<file path="src/sv/min_heap_priority_queue_unit_assert.svh">
`ifndef MIN_HEAP_PRIORITY_QUEUE_UNIT_ASSERT_SVH
`define MIN_HEAP_PRIORITY_QUEUE_UNIT_ASSERT_SVH

// concurrent check macros, empty in synthesis builds
`ifndef SYNTHESIS
`define MHPQ_ASSERT_SAME(name, clk, rst, pre, post) \
  name: assert property (@(posedge clk) disable iff (rst) (pre) |-> (post)) \
    else $error("min heap queue check failed");
`define MHPQ_ASSERT_NEXT(name, clk, rst, pre, post) \
  name: assert property (@(posedge clk) disable iff (rst) (pre) |=> (post)) \
    else $error("min heap queue check failed");
`else
`define MHPQ_ASSERT_SAME(name, clk, rst, pre, post)
`define MHPQ_ASSERT_NEXT(name, clk, rst, pre, post)
`endif

`endif

</file>
<file path="src/sv/mhpq_ram.sv">
`timescale 1ns / 1ps

module mhpq_ram #(
  parameter int DATA_W = 8,
  parameter int ADDR_W = 4
) (
  input  logic              clk,
  input  logic              re,
  input  logic [ADDR_W-1:0] raddr0,
  input  logic [ADDR_W-1:0] raddr1,
  output logic [DATA_W-1:0] rdata0,
  output logic [DATA_W-1:0] rdata1,
  input  logic              we,
  input  logic [ADDR_W-1:0] waddr,
  input  logic [DATA_W-1:0] wdata
);

  logic [DATA_W-1:0] mem [1 << ADDR_W];

  // single write port
  always_ff @(posedge clk) begin
    if (we) begin
      mem[waddr] <= wdata;
    end
  end

  // two registered read ports
  always_ff @(posedge clk) begin
    if (re) begin
      rdata0 <= mem[raddr0];
      rdata1 <= mem[raddr1];
    end
  end

endmodule

</file>
<file path="config.mk">
export PLATFORM = sky130hd
export DESIGN_NAME = mhpq_ram
export DESIGN_NICKNAME = d
export VERILOG_FILES = /design/src/sv/min_heap_priority_queue_unit_assert.svh /design/src/sv/mhpq_ram.sv
export SDC_FILE = /design/constraint.sdc
export NUM_CORES = 1
export LEC_CHECK = 0
export BUFFER_PORTS_ARGS = -buffer_cell sky130_fd_sc_hd__clkbuf_2
export CAP_MARGIN = 15
export CORE_MARGIN = 5
export CORE_UTILIZATION = 25
export DETAILED_ROUTE_END_ITERATION = 7
export SLEW_MARGIN = 20
export SYNTH_ARGS = -nofsm -noshare
export SYNTH_HDL_FRONTEND = slang
export SYNTH_SLANG_ARGS = --single-unit
</file>
<file path="constraint.sdc">
create_clock -name clk -period 2.05 [get_ports clk]
set_input_delay 0.205 -clock clk [delete_from_list [all_inputs] [get_ports clk]]
set_output_delay 0.205 -clock clk [all_outputs]
set_load 0.01 [all_outputs]
</file>
==> results.sh <==
export IMPL_cts_setup_buffers=0
export IMPL_clockRootBuffer="clkbuf_16"
export IMPL_worstHoldStart="wdata[4]"
export IMPL_cts_max_level=4
export IMPL_ys_warn_count=0
export IMPL_gp_congestion=0.792
export IMPL_reg2reg_slack_ns=0.26
export IMPL_ctsResizeCount=0
export IMPL_cts_max_path_buffers=2
export IMPL_synth_xor_area_share=0
export IMPL_drt_iter0_drc=264
export IMPL_die_h_um=171
export IMPL_rows=59
export IMPL_wl_mm=15.4
export IMPL_startpoint_type="register"
export IMPL_nets=397
export IMPL_endpoint="rdata0[0]$_DFFE_PP_"
export IMPL_synth_seq_area_share=0.665
export IMPL_dieArea_mm2=0.0294
export IMPL_setup_ws_ns=0.264
export IMPL_syn_area_mm2=0.00651
export IMPL_max_slew_margin=0.626
export IMPL_yosysTopAreaCellShare=0.665
export IMPL_clk_pin_slew_ns=0.06
export IMPL_grt_most_used_layer="met2"
export IMPL_peakVddDrop_v=0.000557
export IMPL_area_growth_pct=19.6
export IMPL_clock_insertion_delay_worst_skew_ns=0.42
export IMPL_worstReg2RegStart="mem[3][0]$_DFFE_PP_"
export IMPL_yosys_area_top_type="edfxtp_1"
export IMPL_cts_tree="built"
export IMPL_cts_made_buffers=17
export IMPL_syn_inst=307
export IMPL_met1_usage=0.148
export IMPL_holdBufCountCts=0
export IMPL_ys_ff_latch=144
export IMPL_muxShareOfSynthArea=0.238
export IMPL_min_period_ns=1.79
export IMPL_max_clock_freq_mhz=560
export IMPL_ant_nets=0
export IMPL_grt_met3_usage=0.0356
export IMPL_n_antenna_cell=0
export IMPL_r2r_cells=3
export IMPL_die_w_um=171
export IMPL_use_met2=0.177
export IMPL_worstSetupPathType="register to register"
export IMPL_synth_area_top_cells="edfxtp_1 66%, mux4_2 12%, mux4_1 11%"
export IMPL_fin_skew_ns=0.00803
export IMPL_status="complete, no violations"
export IMPL_antenna_found_initial=0
export IMPL_core_mm2=0.0258
export IMPL_portBuffers=38
export IMPL_wl_per_cell_um=21.3
export IMPL_worstPathRequired_ns=2.19
export IMPL_min_path_type="input port to register"
export IMPL_initial_core_util=0.252
export IMPL_leakagePower_nw=2.63
export IMPL_setup_viol=0
export IMPL_tightest_slew_ns=0.561
export IMPL_drt_pass1_iter_count=5
export IMPL_maxCapViolCount=0
export IMPL_fin_util=0.301
export IMPL_synth_fa_ha_area_frac=0
export IMPL_critPathMaxFanout=2
export IMPL_synth_compound_area_frac=0.0369
export IMPL_top_level_ports=39
export IMPL_viasPerCell=4.75
export IMPL_grt_pass1_vias=3603
export IMPL_route_detailed_drc=0
export IMPL_finalCritPeriodShare=0.871
export IMPL_synth_nets=330
export IMPL_critical_path_arrival_ns=1.93
export IMPL_grt_first_pass_wirelength_mm=23.3
export IMPL_startpoint="mem[3][0]$_DFFE_PP_"
export IMPL_avgSynthCellArea_um2=21.2
export IMPL_synth_top_family_by_area="multiplexers"
export IMPL_place_ws_ns=0.0806
export IMPL_final_common_cell="edfxtp_1"
export IMPL_rr_endpoint="rdata0[0]$_DFFE_PP_"
export IMPL_final_cell_mix="144 x edfxtp_1, 38 x clkbuf_2, 34 x mux4_2"
export IMPL_maxSlewViolCount=0
export IMPL_powerDensity_mw_per_mm2=869
export IMPL_hold_viol=0
export IMPL_dpl_hpwl_mm=10.4
export IMPL_vias=3423
export IMPL_clock_sinks=144
export IMPL_grt_overflow=0
export IMPL_grt_start_max_net_pins=32
export IMPL_end_kind="register"
export IMPL_grt_use_total=0.111
export IMPL_yosys_area_share_simple=0.0335
export IMPL_layout_drive_gt1_share=0.345
export IMPL_synth_cell_types=19
export IMPL_grt_setup_unrepaired="false"
export IMPL_finalSetupTns_ns=0
worst min path at each step:
stage                                to  slack, ns  cells after the start
floorplan           mem[0][0]$_DFFE_PP_       0.30                      0
global placement    mem[2][4]$_DFFE_PP_       0.61                      1
detailed placement            rdata0[1]       0.63                      1
CTS                 mem[6][7]$_DFFE_PP_       0.19                      1
global route        mem[6][7]$_DFFE_PP_       0.21                      1
finish              mem[0][4]$_DFFE_PP_       0.21                      1
layer usage:
metal,routed length (um),vias to the layer above
li1,-,1491
met1,6690,1813
met2,7660,103
met3,893,16
met4,143,0
met5,0,-
area by class of cell:
| class | count | area (um^2) |
|---|---|---|
| fill | 2505 | 18100 |
| clock buffer | 19 | 433 |
| tap | 335 | 419 |
| clock inverter | 12 | 120 |
| timing repair buffer | 68 | 478 |
| sequential | 144 | 4320 |
| multi-input combinational | 143 | 2010 |
report_power, final:
part / leakage, nW / switching (W) / internal (W) / total, W
clock: 0.266 / 0.00113 / 0.00176 / 0.00289
sequential: 1.32 / 0.0000349 / 0.00334 / 0.00337
combinational: 1.05 / 0.000270 / 0.000237 / 0.000506
worst max-delay path, cell delays in order, from the launching register on:
cell and delay (ns):
edfxtp_1 0.39, mux4_4 0.62, a22oi_1 0.34, nand2_1 0.16
through the flow:
stage	total power (W)	std cells	instance area [um^2]	hold slack (ns)
2_1_floorplan	0.00373	307	6510	0.304
3_3_place_gp	0.00394	690	7230	0.609
3_5_place_dp	0.00395	690	7230	0.631
4_1_cts	0.00684	721	7780	0.192
5_1_grt	0.00702	721	7780	0.213
6_report	0.00677	721	7780	0.209
logic make-up (layout without fill, tap and decap cells):
logic type	Yosys count	after routing
AND/OR/NAND/NOR	47	47
flip-flops	144	144
multiplexers	64	64
AO/OA/AOI/OAI	32	32
buffers and inverters	20	99
registers in the layout (all words and copies together), names as in the netlist:
name / flops
rdata1: 8
mem: 128
rdata0: 8
synth_stat cells, drive strengths merged:
master and instances:
edfxtp 144, mux4 64, a22oi 32, nand2 17, buf 14, nor2 14, clkdlybuf4s25 6, nor3 4
and2 2, and2b 2, nand2b 2, nand3b 2, nor2b 2, nand3 1, or3b 1
Note: power is estimated with default switching activity, not from simulation.
