## config.mk

```make
export PLATFORM = sky130hd
export DESIGN_NAME = mhpq_sift
export DESIGN_NICKNAME = d
export VERILOG_FILES = /design/src/sv/min_heap_priority_queue_unit_assert.svh /design/src/sv/mhpq_pkg.sv /design/src/sv/mhpq_sift.sv
export SDC_FILE = /design/constraint.sdc
export NUM_CORES = 1
export LEC_CHECK = 0
export ABC_AREA = 1
export BUFFER_PORTS_ARGS = -buffer_cell sky130_fd_sc_hd__clkbuf_2
export CAP_MARGIN = 20
export CORE_MARGIN = 3
export CORE_UTILIZATION = 47
export DETAILED_ROUTE_END_ITERATION = 7
export PLACE_DENSITY = 0.78
export RECOVER_POWER = 100
export SLEW_MARGIN = 40
export SYNTH_ARGS = -nofsm -noshare
export SYNTH_HDL_FRONTEND = slang
export SYNTH_SLANG_ARGS = --single-unit
```

## constraint.sdc

```tcl
create_clock -name clk -period 3.5 [get_ports clk]
set_input_delay 0.35 -clock clk [delete_from_list [all_inputs] [get_ports clk]]
set_output_delay 0.35 -clock clk [all_outputs]
set_load 0.01 [all_outputs]
```

## src/sv/min_heap_priority_queue_unit_assert.svh

```systemverilog
`ifndef MIN_HEAP_PRIORITY_QUEUE_UNIT_ASSERT_SVH
`define MIN_HEAP_PRIORITY_QUEUE_UNIT_ASSERT_SVH

// concurrent check macros, empty in synthesis builds
`ifndef SYNTHESIS
`define MHPQ_ASSERT_SAME(name, clk, rst, pre, post) \
  name: assert property (@(posedge clk) disable iff (rst) (pre) |-> (post)) \
    else $error("min heap queue check failed");
`define MHPQ_ASSERT_NEXT(name, clk, rst, pre, post) \
  name: assert property (@(posedge clk) disable iff (rst) (pre) |=> (post)) \
    else $error("min heap queue check failed");
`else
`define MHPQ_ASSERT_SAME(name, clk, rst, pre, post)
`define MHPQ_ASSERT_NEXT(name, clk, rst, pre, post)
`endif

`endif

```

## src/sv/mhpq_pkg.sv

```systemverilog
`timescale 1ns / 1ps

package mhpq_pkg;

  localparam int DEPTH  = 1024;
  localparam int ADDR_W = $clog2(DEPTH);
  localparam int CNT_W  = 11;
  localparam int KEY_W  = 31;
  localparam int PAY_W  = 24;

  // request opcodes
  localparam logic OP_PUSH = 1'b0;
  localparam logic OP_POP  = 1'b1;

  typedef enum logic [1:0] {
    ST_OK    = 2'd0,
    ST_EMPTY = 2'd1,
    ST_FULL  = 2'd2
  } status_t;

  typedef struct packed {
    logic [KEY_W-1:0] key;
    logic [PAY_W-1:0] payload;
  } entry_t;

  localparam int ENTRY_W = $bits(entry_t);

  typedef struct packed {
    status_t          status;
    logic [KEY_W-1:0] key;
    logic [PAY_W-1:0] payload;
    logic [CNT_W-1:0] fill;
  } result_t;

  typedef struct packed {
    logic              re;
    logic [ADDR_W-1:0] raddr0;
    logic [ADDR_W-1:0] raddr1;
    logic              we;
    logic [ADDR_W-1:0] waddr;
    entry_t            wdata;
  } mem_req_t;

endpackage

```

## src/sv/mhpq_sift.sv

```systemverilog
`timescale 1ns / 1ps

module mhpq_sift (
  input  logic                      clk,
  input  logic                      rst,
  input  logic                      in_valid,
  output logic                      in_ready,
  input  logic                      op,
  input  logic [mhpq_pkg::KEY_W-1:0] key,
  input  logic [mhpq_pkg::PAY_W-1:0] payload,
  output mhpq_pkg::mem_req_t        mem_req,
  input  mhpq_pkg::entry_t          rdata0,
  input  mhpq_pkg::entry_t          rdata1,
  output logic                      res_valid,
  input  logic                      res_ready,
  output mhpq_pkg::result_t         res
);

  import mhpq_pkg::*;

  typedef enum logic [2:0] {
    S_IDLE,
    S_UP_CHK,
    S_UP_CMP,
    S_POP_RD,
    S_POP_LD,
    S_DN_CHK,
    S_DN_CMP,
    S_DONE
  } state_t;

  state_t            state;
  logic [CNT_W-1:0]  count;
  logic [ADDR_W-1:0] pos;
  entry_t            item;
  status_t           res_status;
  entry_t            res_item;
  logic              vl;
  logic              vr;

  logic [ADDR_W:0]   lc;
  logic [ADDR_W:0]   rc;
  logic              vl_c;
  logic              vr_c;
  logic              up_move;
  logic              sel_l;
  logic              sel_r;
  logic [KEY_W-1:0]  best_key;

  // child slots of the hole and their presence
  assign lc   = {pos, 1'b0};
  assign rc   = {pos, 1'b1};
  assign vl_c = (pos != '0) && (CNT_W'(lc) < count);
  assign vr_c = CNT_W'(rc) < count;

  // sift-up: parent moves down only past a strictly greater key
  assign up_move = rdata0.key > item.key;

  // sift-down: strictly smaller child, left wins ties
  assign sel_l    = vl && (rdata0.key < item.key);
  assign best_key = sel_l ? rdata0.key : item.key;
  assign sel_r    = vr && (rdata1.key < best_key);

  assign in_ready  = (state == S_IDLE);
  assign res_valid = (state == S_DONE);
  assign res       = '{status: res_status, key: res_item.key,
                       payload: res_item.payload, fill: count};

  // memory requests per state
  always_comb begin
    mem_req = '0;
    unique case (state)
      S_UP_CHK: begin
        if (pos == '0) begin
          mem_req.we    = 1'b1;
          mem_req.waddr = pos;
          mem_req.wdata = item;
        end else begin
          mem_req.re     = 1'b1;
          mem_req.raddr0 = pos >> 1;
        end
      end
      S_UP_CMP: begin
        mem_req.we    = 1'b1;
        mem_req.waddr = pos;
        mem_req.wdata = up_move ? rdata0 : item;
      end
      S_POP_RD: begin
        mem_req.re     = 1'b1;
        mem_req.raddr0 = '0;
        mem_req.raddr1 = count[ADDR_W-1:0];
      end
      S_DN_CHK: begin
        if (vl_c || vr_c) begin
          mem_req.re     = 1'b1;
          mem_req.raddr0 = lc[ADDR_W-1:0];
          mem_req.raddr1 = rc[ADDR_W-1:0];
        end else begin
          mem_req.we    = 1'b1;
          mem_req.waddr = pos;
          mem_req.wdata = item;
        end
      end
      S_DN_CMP: begin
        mem_req.we    = 1'b1;
        mem_req.waddr = pos;
        if (sel_r) begin
          mem_req.wdata = rdata1;
        end else if (sel_l) begin
          mem_req.wdata = rdata0;
        end else begin
          mem_req.wdata = item;
        end
      end
      default: begin
        mem_req = '0;
      end
    endcase
  end

  // sequencer and working registers
  always_ff @(posedge clk) begin
    if (rst) begin
      state <= S_IDLE;
      count <= '0;
    end else begin
      unique case (state)
        S_IDLE: begin
          if (in_valid) begin
            res_status <= ST_OK;
            res_item   <= '0;
            item       <= '{key: key, payload: payload};
            if (op == OP_PUSH) begin
              if (count == CNT_W'(DEPTH)) begin
                res_status <= ST_FULL;
                state      <= S_DONE;
              end else begin
                pos   <= count[ADDR_W-1:0];
                count <= count + 1'b1;
                state <= S_UP_CHK;
              end
            end else begin
              if (count == '0) begin
                res_status <= ST_EMPTY;
                state      <= S_DONE;
              end else begin
                count <= count - 1'b1;
                state <= S_POP_RD;
              end
            end
          end
        end
        S_UP_CHK: begin
          state <= (pos == '0) ? S_DONE : S_UP_CMP;
        end
        S_UP_CMP: begin
          if (up_move) begin
            pos   <= pos >> 1;
            state <= S_UP_CHK;
          end else begin
            state <= S_DONE;
          end
        end
        S_POP_RD: begin
          state <= S_POP_LD;
        end
        S_POP_LD: begin
          res_item <= rdata0;
          item     <= rdata1;
          pos      <= '0;
          state    <= (count == '0) ? S_DONE : S_DN_CHK;
        end
        S_DN_CHK: begin
          if (vl_c || vr_c) begin
            vl    <= vl_c;
            vr    <= vr_c;
            state <= S_DN_CMP;
          end else begin
            state <= S_DONE;
          end
        end
        S_DN_CMP: begin
          if (sel_r) begin
            pos   <= rc[ADDR_W-1:0];
            state <= S_DN_CHK;
          end else if (sel_l) begin
            pos   <= lc[ADDR_W-1:0];
            state <= S_DN_CHK;
          end else begin
            state <= S_DONE;
          end
        end
        S_DONE: begin
          if (res_ready) begin
            state <= S_IDLE;
          end
        end
        default: begin
          state <= S_IDLE;
        end
      endcase
    end
  end

endmodule

```

==> results.yml <==
yosys:
  synth_warnings: 0
  ys.flop_type: "edfxtp_1"
  netlist_area_um2: 10300
  syn_inst: 1370
  synthDistinctLibCells: 42
  async_flop_share_pct: 0
  yosysTopAreaCell: "edfxtp_1"
  synth-seq-cells: 138
  synth_area_leaders: "edfxtp_1 (36%), nand2_1 (12%), ha_1 (9.9%), inv_1 (7.8%), o21ai_0 (6.3%)"
  synth_edf_count: 124
  syn_nets: 1622
  seq_area_frac_synth_pct: 39.0
  synth.top_cell.area_share_pct: 36.3
  syn_area_per_cell_um2: 7.49
pwr:
  power_density_nw_per_um2: 720
  switchingPower_mw: 4.73
  p_leak_nw: 7.09
  fin_total_pwr_mw: 10.4
  internal-power_mw: 5.66
  clkPwrFrac_pct: 16.6
  power_frac_comb_pct: 56.6
  seq_power_share_pct: 26.8
  ir_drop_mv: 0.491
  p_sw_share_pct: 45.5
sta:
  clock.fmax_mhz: 212
  worst_slew_pin_slew_ns: 1.63
  setup_tns_ns: -71.82
  slew_headroom_pct: -8.98
  finalCriticalPeriod_ns: 4.72
  hold_viol: 0
  setup_violations: 67
  finalMaxSlewViolations: 107
  period_share_pct: 135
  worst_slack_ns: -1.22
  rsz0062_at_grt: "yes"
  finClkSkew_ns: 0.00978
grt:
  grt_pass1_wl_um: 54400
  grt.total_usage_pct: 28.3
  grt_max_degree: 108
  grt_overflow: 0
  grt_pass1_vias: 10900
  antenna_found_initial: 3
worst_setup_path:
  start_kind: "register"
  path_max_fanout: 10
  crit_arrival_ns: 4.37
  regToRegSetupSlack_ns: -0.68
  setup.worst_path.class: "reg -> out"
  crit_required_ns: 3.15
  critPathCaptureType: "primary output"
die:
  start_util_pct: 48.3
  die_h_um: 154
  num_rows: 53
  placeableCoreArea_um2: 21200
  design.die.area_um2: 23600
  io_pins: 327
  fp.dieW_um: 154
finish:
  final_cells: 2054
  area_delta_synth_final_pct: 40.7
  finish.utilization_pct: 68.0
  drive_gt1_share_pct: 32.1
  fin_nets: 2016
clock_tree:
  clock_path_buffers: 2
  cts_root_buffer: "clkbuf_16"
  htreeDepth: 4
  tritoncts: "built"
  cts.sink_count: 138
  clkSlewWorstSetupHoldPaths_ns: 0.07
  numCtsBuffers: 17
  clk_latency_ns: 0.43
drt:
  initialDrtViolationCount: 1176
  wl_um: 38600
  vias_per_cell: 5.71
  ant_nets: 0
  drt-pass1-iter-count: 8
  wl_per_cell_um: 18.8
  drc: 1
  vias: 11700
placed_design:
  numPortBuffers: 326
  hpwlAfterDp_um: 25500
  gp_congestion: 0.906
  place_inst: 1993
run:
  cap_violations: 1
status:
  status: "finished with violations"
  violations: "DRC, capacitance limit, slew limit, setup timing"
worst_hold_path:
  hp-class: "in -> reg"
routing by layer:
metal	GRT usage (%)	up-vias	routed length [um]
met4	10.6	2	1580
met1	36.6	5364	14500
li1	-	5402	-
met5	0	-	11
met2	47.4	807	18500
met3	5.15	153	4060
sequential cells by signal, indices dropped and copies added (netlist names):
register,count
vl,1
item,55
state,3
pos,10
vr,1
res,55
res_status,2
count,11
layout make-up:
type / instances / area (um2)
Antenna cell: 2 / 5.00
Clock buffer: 17 / 425
Clock inverter: 15 / 115
Fill cell: 1712 / 6780
Inverter: 214 / 807
Multi-Input combinational cell: 949 / 5880
Sequential cell: 138 / 4000
Tap cell: 275 / 344
Timing Repair Buffer: 444 / 2850
cells by family after synthesis:
kind of cell	synth area share [%]
fa+ha+maj	10.1
buf+inv	10.9
compound gates	15.6
xor+xnor	0.598
simple gates	23.8
flops	39.0
cell usage in the layout, fill, tap and decap left out, types with 7 or more instances in the layout:
| cell | count |
|---|---|
| a21oi_1 | 41 |
| a21oi_2 | 8 |
| a22oi_1 | 55 |
| buf_12 | 14 |
| buf_4 | 86 |
| buf_6 | 11 |
| clkbuf_1 | 74 |
| clkbuf_16 | 26 |
| clkbuf_2 | 246 |
| dfxtp_1 | 14 |
| edfxtp_1 | 124 |
| ha_1 | 71 |
| ha_4 | 9 |
| inv_1 | 200 |
| inv_2 | 11 |
| nand2_1 | 247 |
| nand2_2 | 71 |
| nand2_4 | 10 |
| nand3_1 | 104 |
| nand3_2 | 18 |
| nand4_1 | 9 |
| nor2_1 | 98 |
| nor2_4 | 7 |
| o21ai_0 | 100 |
| o21ai_1 | 13 |
| o21ai_2 | 10 |
| o21ai_4 | 7 |
| o221ai_1 | 9 |
| o22ai_1 | 17 |
path summary, 6_finish.rpt:
check	start	to	cells after the start
worst min register to register	count[5]$_SDFFE_PP0P_	count[5]$_SDFFE_PP0P_	2
worst max-delay path	item[34]$_DFFE_PP_	mem_req[51]	24
worst min-delay path	payload[16]	item[16]$_DFFE_PP_	3
worst max register to register	item[34]$_DFFE_PP_	pos[0]$_DFFE_PP_	24
synth_stat cells, types with 2 or more instances:
master / instances
edfxtp_1: 124
nor3_1: 7
buf_4: 4
dfxtp_1: 14
a211oi_1: 2
nand3_1: 122
o21ai_0: 129
a22oi_1: 55
o22ai_1: 17
clkinv_1: 2
nor2_1: 107
ha_1: 81
clkbuf_1: 51
nor3_2: 2
xor2_1: 3
inv_1: 212
a21o_1: 2
xnor2_1: 4
buf_1: 2
nor4_1: 2
a21oi_1: 50
nand2_1: 330
o221ai_1: 9
buf_6: 4
o211ai_1: 2
nand4_1: 9
nor2_2: 2
buf_2: 8
critical path: stages (launching register included):
cell and delay, ns:
edfxtp_1 0.42, inv_2 0.09, ha_1 0.24, a21oi_1 0.19
nand2_1 0.11, a21oi_2 0.15, nand2_1 0.09, nand2_2 0.11
nand3_4 0.08, buf_12 0.17, buf_12 0.15, nand2_2 0.06
o21ai_2 0.06, ha_1 0.31, nand2_1 0.10, or4_4 0.57
nor2_4 0.13, nor4_4 0.06, buf_6 0.14, nand2_8 0.16
buf_12 0.17, nand2_1 0.09, nand3_2 0.10, nand2_2 0.06
clkbuf_2 0.14
power groups by stage:
stage	Combinational (mW)	Sequential, mW	Clock (mW)
2_1_floorplan	3.06	2.87	0
3_3_place_gp	5.00	2.77	0
3_5_place_dp	5.10	2.80	0
4_1_cts	5.25	2.76	1.73
5_1_grt	6.39	2.83	1.82
6_report	5.88	2.78	1.73
stage by stage:
step	setup slack (ns)	hold slack, ns	instance area [um2]
finish	-1.22	0.198	14400
global placement	-0.663	0.557	12900
global route	-1.38	0.193	14400
floorplan	-0.0164	0.422	10500
CTS	-0.990	0.178	13600
detailed placement	-0.763	0.566	12900
repair_timing:
action	in CTS	in global routing
cloned	2	9
pin swaps	9	30
setup buffers	1	15
hold endpoints to repair	0	0
hold buffers	0	0
endpoints found under the setup margin	67	68
gates resized for setup	37	146
Power figures use the tool's default switching activity.
